`src/sv/tbbt_pkg.sv`:
```
// Shared types, constants and helper functions for the tape block biphase transmitter.
// Depends on nothing; every other file in this block refers to it by scoped names.
package tbbt_pkg;

  localparam int MAX_PAYLOAD_DEF = 254;

  localparam logic [7:0]  SYNC_BYTE  = 8'h01;
  localparam logic [7:0]  MARK_ONE   = 8'h3C;
  localparam logic [7:0]  MARK_TWO   = 8'h5A;
  localparam logic [4:0]  SYNC_LIMIT = 5'd16;

  localparam logic [4:0]  LEAD_RST   = 5'd3;
  localparam logic [15:0] PERIOD_RST = 16'd9582;
  localparam logic [15:0] MID_RST    = 16'd4750;

  typedef enum logic [1:0] {
    ACT_START = 2'd0,
    ACT_DATA  = 2'd1,
    ACT_TICK  = 2'd2,
    ACT_NONE  = 2'd3
  } action_t;

  typedef enum logic [1:0] {
    REG_LEAD   = 2'd0,
    REG_PERIOD = 2'd1,
    REG_MID    = 2'd2,
    REG_UNUSED = 2'd3
  } reg_idx_t;

  typedef struct packed {
    logic line_level;
    logic busy_res;
    logic load_done;
    logic frame_done;
  } result_t;

  // Number of leading sync bytes, capped at the sync limit.
  function automatic logic [4:0] lead_len(input logic [4:0] lead);
    return (lead > SYNC_LIMIT) ? SYNC_LIMIT : lead;
  endfunction

  // Byte of the frame at a given position; pay is the stored payload byte
  // for that position, which is only meaningful inside the payload range.
  function automatic logic [7:0] frame_byte(
    input logic [8:0] pos,
    input logic [4:0] lead,
    input logic [7:0] typ,
    input logic [7:0] cnt,
    input logic [7:0] pay,
    input logic [7:0] csum
  );
    logic [9:0] p;
    logic [9:0] q;
    logic [7:0] b;
    p = {1'b0, pos} - {5'b0, lead};
    q = p - 10'd4;
    if ({1'b0, pos} < {5'b0, lead}) begin
      b = SYNC_BYTE;
    end else if (p == 10'd0) begin
      b = MARK_ONE;
    end else if (p == 10'd1) begin
      b = MARK_TWO;
    end else if (p == 10'd2) begin
      b = typ;
    end else if (p == 10'd3) begin
      b = cnt + 8'd2;
    end else if (q < {2'b0, cnt}) begin
      b = pay;
    end else begin
      b = csum;
    end
    return b;
  endfunction

endpackage

```
`src/sv/tape_block_biphase_transmitter_unit.sv`:
```
// Top level of the tape block biphase transmitter: loading, framing and line coding.
// Depends on tbbt_pkg for constants, the result struct and the frame byte function.
//
// Usage: the input channel (in_valid/in_stall) carries one item per transfer:
// a block start (type and length), a payload byte, or one timer tick. Every
// accepted item produces exactly one result transfer on the output channel
// (out_valid/out_stall) with the line level after the item, the busy flag and
// the load/frame completion flags. Payload bytes are kept in a single-port
// write, single-port read synchronous memory; while a frame is sent, the
// memory is read continuously one byte ahead so that the byte needed at the
// next cell boundary is already registered.
// Each result is registered in the output buffer described below.
// Throughput: one item per clock while in_stall is low; state is updated in the cycle of transfer.
// A two-entry output buffer lets the block keep taking items while one result
// waits; in_stall rises only once both entries are full, and the results are
// delivered in order when the receiver drops out_stall.
// Reset (rst_n low, synchronous) leaves the line high, the block idle and
// the registers at their defaults (3 sync bytes, period 9582, mid point 4750).
// Configuration writes through cfg_we/cfg_index/cfg_wdata take effect at once.
module tape_block_biphase_transmitter_unit #(
  parameter int MAX_PAYLOAD = tbbt_pkg::MAX_PAYLOAD_DEF
) (
  input  logic        clk,
  input  logic        rst_n,
  input  logic        in_valid,
  output logic        in_stall,
  input  logic [1:0]  in_action,
  input  logic [7:0]  in_block_type,
  input  logic [7:0]  in_data_length,
  input  logic [7:0]  in_data_byte,
  output logic        out_valid,
  input  logic        out_stall,
  output logic        out_line_level,
  output logic        out_busy_res,
  output logic        out_load_done,
  output logic        out_frame_done,
  input  logic        cfg_we,
  input  logic [1:0]  cfg_index,
  input  logic [15:0] cfg_wdata
);

  localparam int AW = (MAX_PAYLOAD > 1) ? $clog2(MAX_PAYLOAD) : 1;
  localparam logic [7:0] MAX_LEN = 8'(MAX_PAYLOAD);

  // Configuration registers.
  logic [4:0]  lead_r, lead_nxt;
  logic [15:0] period_r, period_nxt;
  logic [15:0] mid_r, mid_nxt;

  // Block state.
  logic [7:0]  type_r, type_nxt;
  logic [7:0]  count_r, count_nxt;
  logic [7:0]  widx_r, widx_nxt;
  logic [7:0]  csum_r, csum_nxt;
  logic [8:0]  send_r, send_nxt;
  logic [2:0]  bit_r, bit_nxt;
  logic        cur_bit_r, cur_bit_nxt;
  logic        line_r, line_nxt;
  logic [15:0] tick_r, tick_nxt;
  logic        sending_r, sending_nxt;
  logic        loading_r, loading_nxt;

  // Payload memory.
  logic [7:0]    mem [MAX_PAYLOAD];
  logic [7:0]    rd_q;
  logic          mem_we;
  logic [AW-1:0] rd_addr;

  // Output buffer.
  tbbt_pkg::result_t e0_r, e0_nxt, e1_r, e1_nxt, res;
  logic [1:0] cnt_r, cnt_nxt;

  logic             push, pop;
  logic             load_done, frame_done, begin_blk;
  logic [7:0]       len_sat, widx_inc, cur_byte, first_byte;
  logic [15:0]      tick_inc;
  logic [4:0]       lead_cur;
  logic [8:0]       pos_sel, pos_rd, send_step;
  logic [9:0]       flen, rd_full;
  tbbt_pkg::action_t act;

  assign push     = in_valid && !in_stall;
  assign pop      = out_valid && !out_stall;
  assign in_stall = (cnt_r == 2'd2);
  assign act      = tbbt_pkg::action_t'(in_action);

  // Configuration next values.
  always_comb begin
    lead_nxt   = lead_r;
    period_nxt = period_r;
    mid_nxt    = mid_r;
    if (cfg_we) begin
      case (tbbt_pkg::reg_idx_t'(cfg_index))
        tbbt_pkg::REG_LEAD:   lead_nxt   = cfg_wdata[4:0];
        tbbt_pkg::REG_PERIOD: period_nxt = cfg_wdata;
        tbbt_pkg::REG_MID:    mid_nxt    = cfg_wdata;
        default: ;
      endcase
    end
  end

  assign lead_cur = tbbt_pkg::lead_len(lead_r);
  assign len_sat  = (in_data_length > MAX_LEN) ? MAX_LEN : in_data_length;
  assign widx_inc = widx_r + 8'd1;
  assign tick_inc = tick_r + 16'd1;
  assign flen     = {5'b0, lead_cur} + 10'd5 + {2'b0, count_r};

  // While bit 0 is on the line the next boundary moves to the following byte,
  // and rd_q already holds the payload entry for that position.
  assign pos_sel  = (bit_r == 3'd0) ? (send_r + 9'd1) : send_r;
  assign cur_byte = tbbt_pkg::frame_byte(pos_sel, lead_cur, type_r, count_r, rd_q, csum_r);
  assign first_byte = tbbt_pkg::frame_byte(9'd0, lead_cur, type_r, count_r, rd_q, csum_r);
  assign send_step  = pos_sel;

  always_comb begin
    type_nxt    = type_r;
    count_nxt   = count_r;
    widx_nxt    = widx_r;
    csum_nxt    = csum_r;
    send_nxt    = send_r;
    bit_nxt     = bit_r;
    cur_bit_nxt = cur_bit_r;
    line_nxt    = line_r;
    tick_nxt    = tick_r;
    sending_nxt = sending_r;
    loading_nxt = loading_r;
    mem_we      = 1'b0;
    load_done   = 1'b0;
    frame_done  = 1'b0;
    begin_blk   = 1'b0;
    if (push) begin
      case (act)
        tbbt_pkg::ACT_START: begin
          if (!sending_r) begin
            type_nxt    = in_block_type;
            count_nxt   = len_sat;
            widx_nxt    = 8'd0;
            csum_nxt    = 8'd0;
            loading_nxt = 1'b1;
            begin_blk   = (len_sat == 8'd0);
          end
        end
        tbbt_pkg::ACT_DATA: begin
          if (loading_r && !sending_r) begin
            mem_we    = 1'b1;
            csum_nxt  = csum_r - in_data_byte;
            widx_nxt  = widx_inc;
            begin_blk = (widx_inc >= count_r);
          end
        end
        tbbt_pkg::ACT_TICK: begin
          if (sending_r) begin
            tick_nxt = tick_inc;
            if (tick_inc < period_r) begin
              if (tick_inc == mid_r && cur_bit_r) line_nxt = !line_r;
            end else begin
              tick_nxt = 16'd0;
              bit_nxt  = bit_r - 3'd1;
              send_nxt = send_step;
              if ({1'b0, send_step} >= flen) begin
                line_nxt    = 1'b1;
                sending_nxt = 1'b0;
                send_nxt    = 9'd0;
                bit_nxt     = 3'd7;
                frame_done  = 1'b1;
              end else begin
                line_nxt    = !line_r;
                cur_bit_nxt = cur_byte[bit_r - 3'd1];
              end
            end
          end
        end
        default: ;
      endcase
      // The first byte of a frame is never a payload byte, so no memory read
      // is needed when the block starts.
      if (begin_blk) begin
        loading_nxt = 1'b0;
        sending_nxt = 1'b1;
        send_nxt    = 9'd0;
        bit_nxt     = 3'd7;
        tick_nxt    = 16'd0;
        line_nxt    = !line_r;
        cur_bit_nxt = first_byte[7];
        load_done   = 1'b1;
      end
    end
  end

  // Read address follows the next state so that rd_q matches the registers
  // in every cycle, including right after a configuration write.
  assign pos_rd  = (bit_nxt == 3'd0) ? (send_nxt + 9'd1) : send_nxt;
  assign rd_full = {1'b0, pos_rd} - {5'b0, tbbt_pkg::lead_len(lead_nxt)} - 10'd4;
  assign rd_addr = rd_full[AW-1:0];

  always_ff @(posedge clk) begin
    if (mem_we) begin
      mem[widx_r[AW-1:0]] <= in_data_byte;
    end
    rd_q <= mem[rd_addr];
  end

  assign res.line_level = line_nxt;
  assign res.busy_res   = sending_nxt;
  assign res.load_done  = load_done;
  assign res.frame_done = frame_done;

  // Two-entry output buffer, e0 is the head.
  always_comb begin
    e0_nxt  = e0_r;
    e1_nxt  = e1_r;
    cnt_nxt = cnt_r;
    case (cnt_r)
      2'd0: begin
        if (push) begin
          e0_nxt  = res;
          cnt_nxt = 2'd1;
        end
      end
      2'd1: begin
        if (push && pop) begin
          e0_nxt = res;
        end else if (push) begin
          e1_nxt  = res;
          cnt_nxt = 2'd2;
        end else if (pop) begin
          cnt_nxt = 2'd0;
        end
      end
      2'd2: begin
        if (pop) begin
          e0_nxt  = e1_r;
          cnt_nxt = 2'd1;
        end
      end
      default: cnt_nxt = 2'd0;
    endcase
  end

  assign out_valid      = (cnt_r != 2'd0);
  assign out_line_level = e0_r.line_level;
  assign out_busy_res   = e0_r.busy_res;
  assign out_load_done  = e0_r.load_done;
  assign out_frame_done = e0_r.frame_done;

  always_ff @(posedge clk) begin
    if (!rst_n) begin
      lead_r    <= tbbt_pkg::LEAD_RST;
      period_r  <= tbbt_pkg::PERIOD_RST;
      mid_r     <= tbbt_pkg::MID_RST;
      type_r    <= 8'd0;
      count_r   <= 8'd0;
      widx_r    <= 8'd0;
      csum_r    <= 8'd0;
      send_r    <= 9'd0;
      bit_r     <= 3'd7;
      cur_bit_r <= 1'b1;
      line_r    <= 1'b1;
      tick_r    <= 16'd0;
      sending_r <= 1'b0;
      loading_r <= 1'b0;
      cnt_r     <= 2'd0;
    end else begin
      lead_r    <= lead_nxt;
      period_r  <= period_nxt;
      mid_r     <= mid_nxt;
      type_r    <= type_nxt;
      count_r   <= count_nxt;
      widx_r    <= widx_nxt;
      csum_r    <= csum_nxt;
      send_r    <= send_nxt;
      bit_r     <= bit_nxt;
      cur_bit_r <= cur_bit_nxt;
      line_r    <= line_nxt;
      tick_r    <= tick_nxt;
      sending_r <= sending_nxt;
      loading_r <= loading_nxt;
      cnt_r     <= cnt_nxt;
    end
  end

  always_ff @(posedge clk) begin
    e0_r <= e0_nxt;
    e1_r <= e1_nxt;
  end

endmodule
```
`config.mk`:
```
export PLATFORM = sky130hd
export DESIGN_NAME = tape_block_biphase_transmitter_unit
export DESIGN_NICKNAME = d
export VERILOG_FILES = /design/src/sv/tbbt_pkg.sv /design/src/sv/tape_block_biphase_transmitter_unit.sv
export SDC_FILE = /design/constraint.sdc
export NUM_CORES = 2
export LEC_CHECK = 0
export BUFFER_PORTS_ARGS = -buffer_cell sky130_fd_sc_hd__buf_2
export CAP_MARGIN = 15
export CORE_ASPECT_RATIO = 0.7
export CORE_MARGIN = 1.5
export CORE_UTILIZATION = 57
export DETAILED_ROUTE_END_ITERATION = 8
export GPL_TIMING_DRIVEN = 0
export HOLD_SLACK_MARGIN = 0.08
export PLACE_DENSITY = 0.75
export SYNTH_ARGS = -nofsm -noshare
export SYNTH_HDL_FRONTEND = slang
export SYNTH_SLANG_ARGS = --single-unit
```
`constraint.sdc`:
```
create_clock -name clk -period 7.9 [get_ports clk]
set_clock_uncertainty 0.15 [all_clocks]
set_input_delay 1.185 -clock clk [delete_from_list [all_inputs] [get_ports clk]]
set_output_delay 1.185 -clock clk [all_outputs]
set_load 0.1 [all_outputs]
```
==> metrics.md <==
| Metric | Value |
|---|---|
| Area occupied by registers | `0.0635 mm²` |
| First-pass GRT wire length | `325 mm` |
| Clock sink count | `2151` |
| Fin crit share | `97.4%` |
| Total CTS buffers | `190` |
| GP Congestion | `0.895` |
| Most used cell, CP | `ha_4` |
| Worst-margin pin slew | `1110 ps` |
| P&R area growth vs syn | `12.3%` |
| Number of I/O pins | `55` |
| Sequential fraction of the synthesis area | `72.9%` |
| Setup_tns | `0 ps` |
| Worst Hold Class | `register to register` |
| Seq pwr share | `51.1%` |
| Share of the synthesized area in the top cell type | `70.4%` |
| Slowest CP cell | `mux4_2` |
| Mean Syn Cell Area | `20.3 µm²` |
| Crit path arrival time | `8210 ps` |
| Slew margin rel. | `26.1%` |
| Ys async rst share | `0%` |
| Input/output buffers | `54` |
| Maximum fanout along the worst path | `10` |
| # H-tree levels | `4` |
| Top cells by area, synth | `edfxtp_1 (70%), mux4_2 (17%), dfxtp_1 (2.6%)` |
| Most used DFF post-synth | `edfxtp_1` |
| Fmax | `0.130 GHz` |
| Combinational group share of total power | `11.6%` |
| Worst setup SP type | `register` |
| P_sw | `0.00589 W` |
| DP Wirelength | `149 mm` |
| Crit path buf inv count | `6` |
| Largest stage delay on the critical path | `610 ps` |
| Overall Power | `0.0245 W` |
| Final Max Tran Viols | `0` |
| Hold slack | `327 ps` |
| CTS Buffer Depth | `3` |
| GRT overflow | `0` |
| Critical path class | `register to register` |
| Critical Path RT | `8410 ps` |
| CTS clk-pin slew, worst paths | `70 ps` |
| Count leader, synth | `edfxtp_1` |
| Synth Net Count | `4431` |
| Fillers | `9714` |
| Minimum clock period | `7690 ps` |
| Crit. End Element | `register` |
| Placeable Area | `0.151 mm²` |
| Residual DRC | `0` |
| Worst-Skew Late Latency | `860 ps` |
| DIE AREA | `0.155 mm²` |
| Pin count of the biggest net entering global routing | `161` |
| Vias in the first global route | `44000` |
| Final Hold Vio Count | `0` |
| Sw Share | `24.0%` |
| Routed WL per cell | `34.1 µm` |
| Leading cell types by count after synthesis | `edfxtp_1 (2040), mux4_2 (664), nor2_1 (310), nand2_1 (181), clkbuf_1 (162)` |
| Tot GR Track Use | `29.9%` |
| Synth area leader | `edfxtp_1` |
| Die width | `470 µm` |
| Site Rows | `119` |
| CP top delay family | `adder cells` |
| Final setup vio count | `0` |
| Fraction of layout cells with a size suffix above 1 | `26.7%` |
| DRT antenna net count | `0` |
| Drt first-iter violations | `7205` |
| Synth warnings | `0` |
| Pwr Density | `251 mW/mm²` |
| Initial core utilization | `57.6%` |
| Drt total wl | `230 mm` |
| Clock share of power | `37.4%` |
| Vias post-DR | `45600` |
| Hold_buf cts | `0` |
| Die Ht | `330 µm` |
| Post-synth design cell area | `0.0870 mm²` |
| Routed vias/inst | `6.78` |
| Root Buffer | `clkbuf_16` |
| Netlist cell types | `91` |
| VDD IR max | `0.000256 V` |
| Pleak | `30.8 nW` |
| Status | `finished, final reports clean` |
| Synth Register Bits | `2151` |
| EDFF count, synth | `2040` |
| Nets | `4716` |
| P_int | `0.0186 W` |
| CTS tree | `built` |
| Initial antenna violation count | `12` |
| DRT Pass-1 Iters | `5` |
| Synthesized instance count | `4280` |
| Multi-input gate area | `0.0226 mm²` |
| Max-cap violations | `0` |
[through the flow]
stage / utilization, % / setup slack [ps] / instances / cell area [µm²]
finish: 64.7 / 207 / 6726 / 97700
global route: 64.7 / -23.2 / 6715 / 97700
global placement: 59.5 / -2370 / 6330 / 89800
detailed placement: 60.0 / -2060 / 6361 / 90600
floorplan: - / 253 / 4280 / 87000
CTS: 64.6 / 11.1 / 6711 / 97500
[tightest hold or removal path, cell delays in order (launching register included)]
cell and delay [ps]:
dfxtp_1 310, nand2_1 50, a21boi_0 70
[path summary, 6_finish.rpt]
kind	from	end	slack, ps	cells past startpoint
max	lead_r[4]	rd_q[6]	210	31
min	type_r[6]	type_r[6]	330	2
max reg2reg	lead_r[4]	rd_q[6]	210	31
min reg2reg	type_r[6]	type_r[6]	330	2
[metal layers]
metal  GRT usage [%]  wire (µm)  vias to the layer above
met5               0         85                        -
met4            10.8       8190                       10
met3            9.44      32400                      408
met2            41.9      99000                     3198
met1            44.8      89900                    23900
li1                -          -                    18100
[power groups by stage]
stage | clock network, W | logic (W) | registers [W]
after floorplan | 0 | 0.00149 | 0.0128
after global placement | 0 | 0.00254 | 0.0128
after detailed placement | 0 | 0.00263 | 0.0128
after CTS | 0.00919 | 0.00277 | 0.0125
after global routing | 0.00960 | 0.00291 | 0.0125
final | 0.00916 | 0.00284 | 0.0125
[flip-flops by register name (all words and copies together), names as in the netlist]
signal,count
bit_r,3
cnt_r,2
count_r,8
csum_r,8
cur_bit_r,1
e1_r,4
lead_r,5
line_r,1
loading_r,1
mem,2032
mid_r,16
out_busy_res,1
out_frame_done,1
out_line_level,1
out_load_done,1
period_r,16
rd_q,8
send_r,9
sending_r,1
tick_r,16
type_r,8
widx_r,8
[layout make-up]
cell class                 count  area share [%]
buffer                       221            1.60
tap                         1996            2.56
clock inverter               109            1.06
clock buffer                 237            5.10
sequential                  2151            65.0
timing repair buffer          96            1.19
antenna                       11          0.0282
inverter                      81           0.332
multi-input combinational   1824            23.2
[layout by cell type (no fill, tap or decap), types with 11 or more instances in the layout]
cell       Yosys  final
clkbuf_4       0     25
diode_2        0     11
buf_16         0     16
a21o_1        12     12
nor2_1       310    309
clkinv_2       0     26
clkbuf_1     162    103
and2_1        17     17
clkinv_1       1     48
mux2_2        12     11
o21a_1        12     12
dfxtp_1      111    105
clkbuf_8       0     20
nor3_1        19     18
bufinv_16      0     13
o21ai_0       35     33
a22oi_1       22     22
nor2b_1       38     38
ha_1          98     92
o211ai_1      12     12
nand2_1      181    175
xor2_1        34     31
xnor2_1       43     42
buf_2          3     68
mux2i_2        0     11
nand3_1       44     44
inv_1         78     75
mux2i_1       40     28
clkbuf_16      0    199
buf_8          0     20
edfxtp_1    2040   2040
and3_1        12     12
clkbuf_2       0     49
a21oi_1       30     29
buf_4          0     27
mux4_2       664    664
a21boi_0      44     44
nand4_1       14     14
[timing repair]
action / in CTS / in global routing
pin swaps: 4 / 14
buffers inserted: 5 / 4
setup endpoints to repair: 8 / 8
gates resized for setup: 396 / 41
gates cloned: 1 / 0
[cells by family (layout without fill, tap and decap cells)]
| family | count (synthesis) | in the layout | share of synthesized area, % |
|---|---|---|---|
| flip-flops | 2151 | 2151 | 72.9 |
| multiplexers | 717 | 717 | 17.8 |
| AND/OR/NAND/NOR | 688 | 688 | 3.55 |
| buffers and inverters | 305 | 744 | 1.35 |
| AO/OA/AOI/OAI | 236 | 236 | 1.98 |
| adder cells (fa/ha/maj) | 103 | 103 | 1.51 |
| XOR/XNOR | 80 | 80 | 0.857 |
| other | 0 | 11 | 0 |
Note: power is estimated with default switching activity, not from simulation.
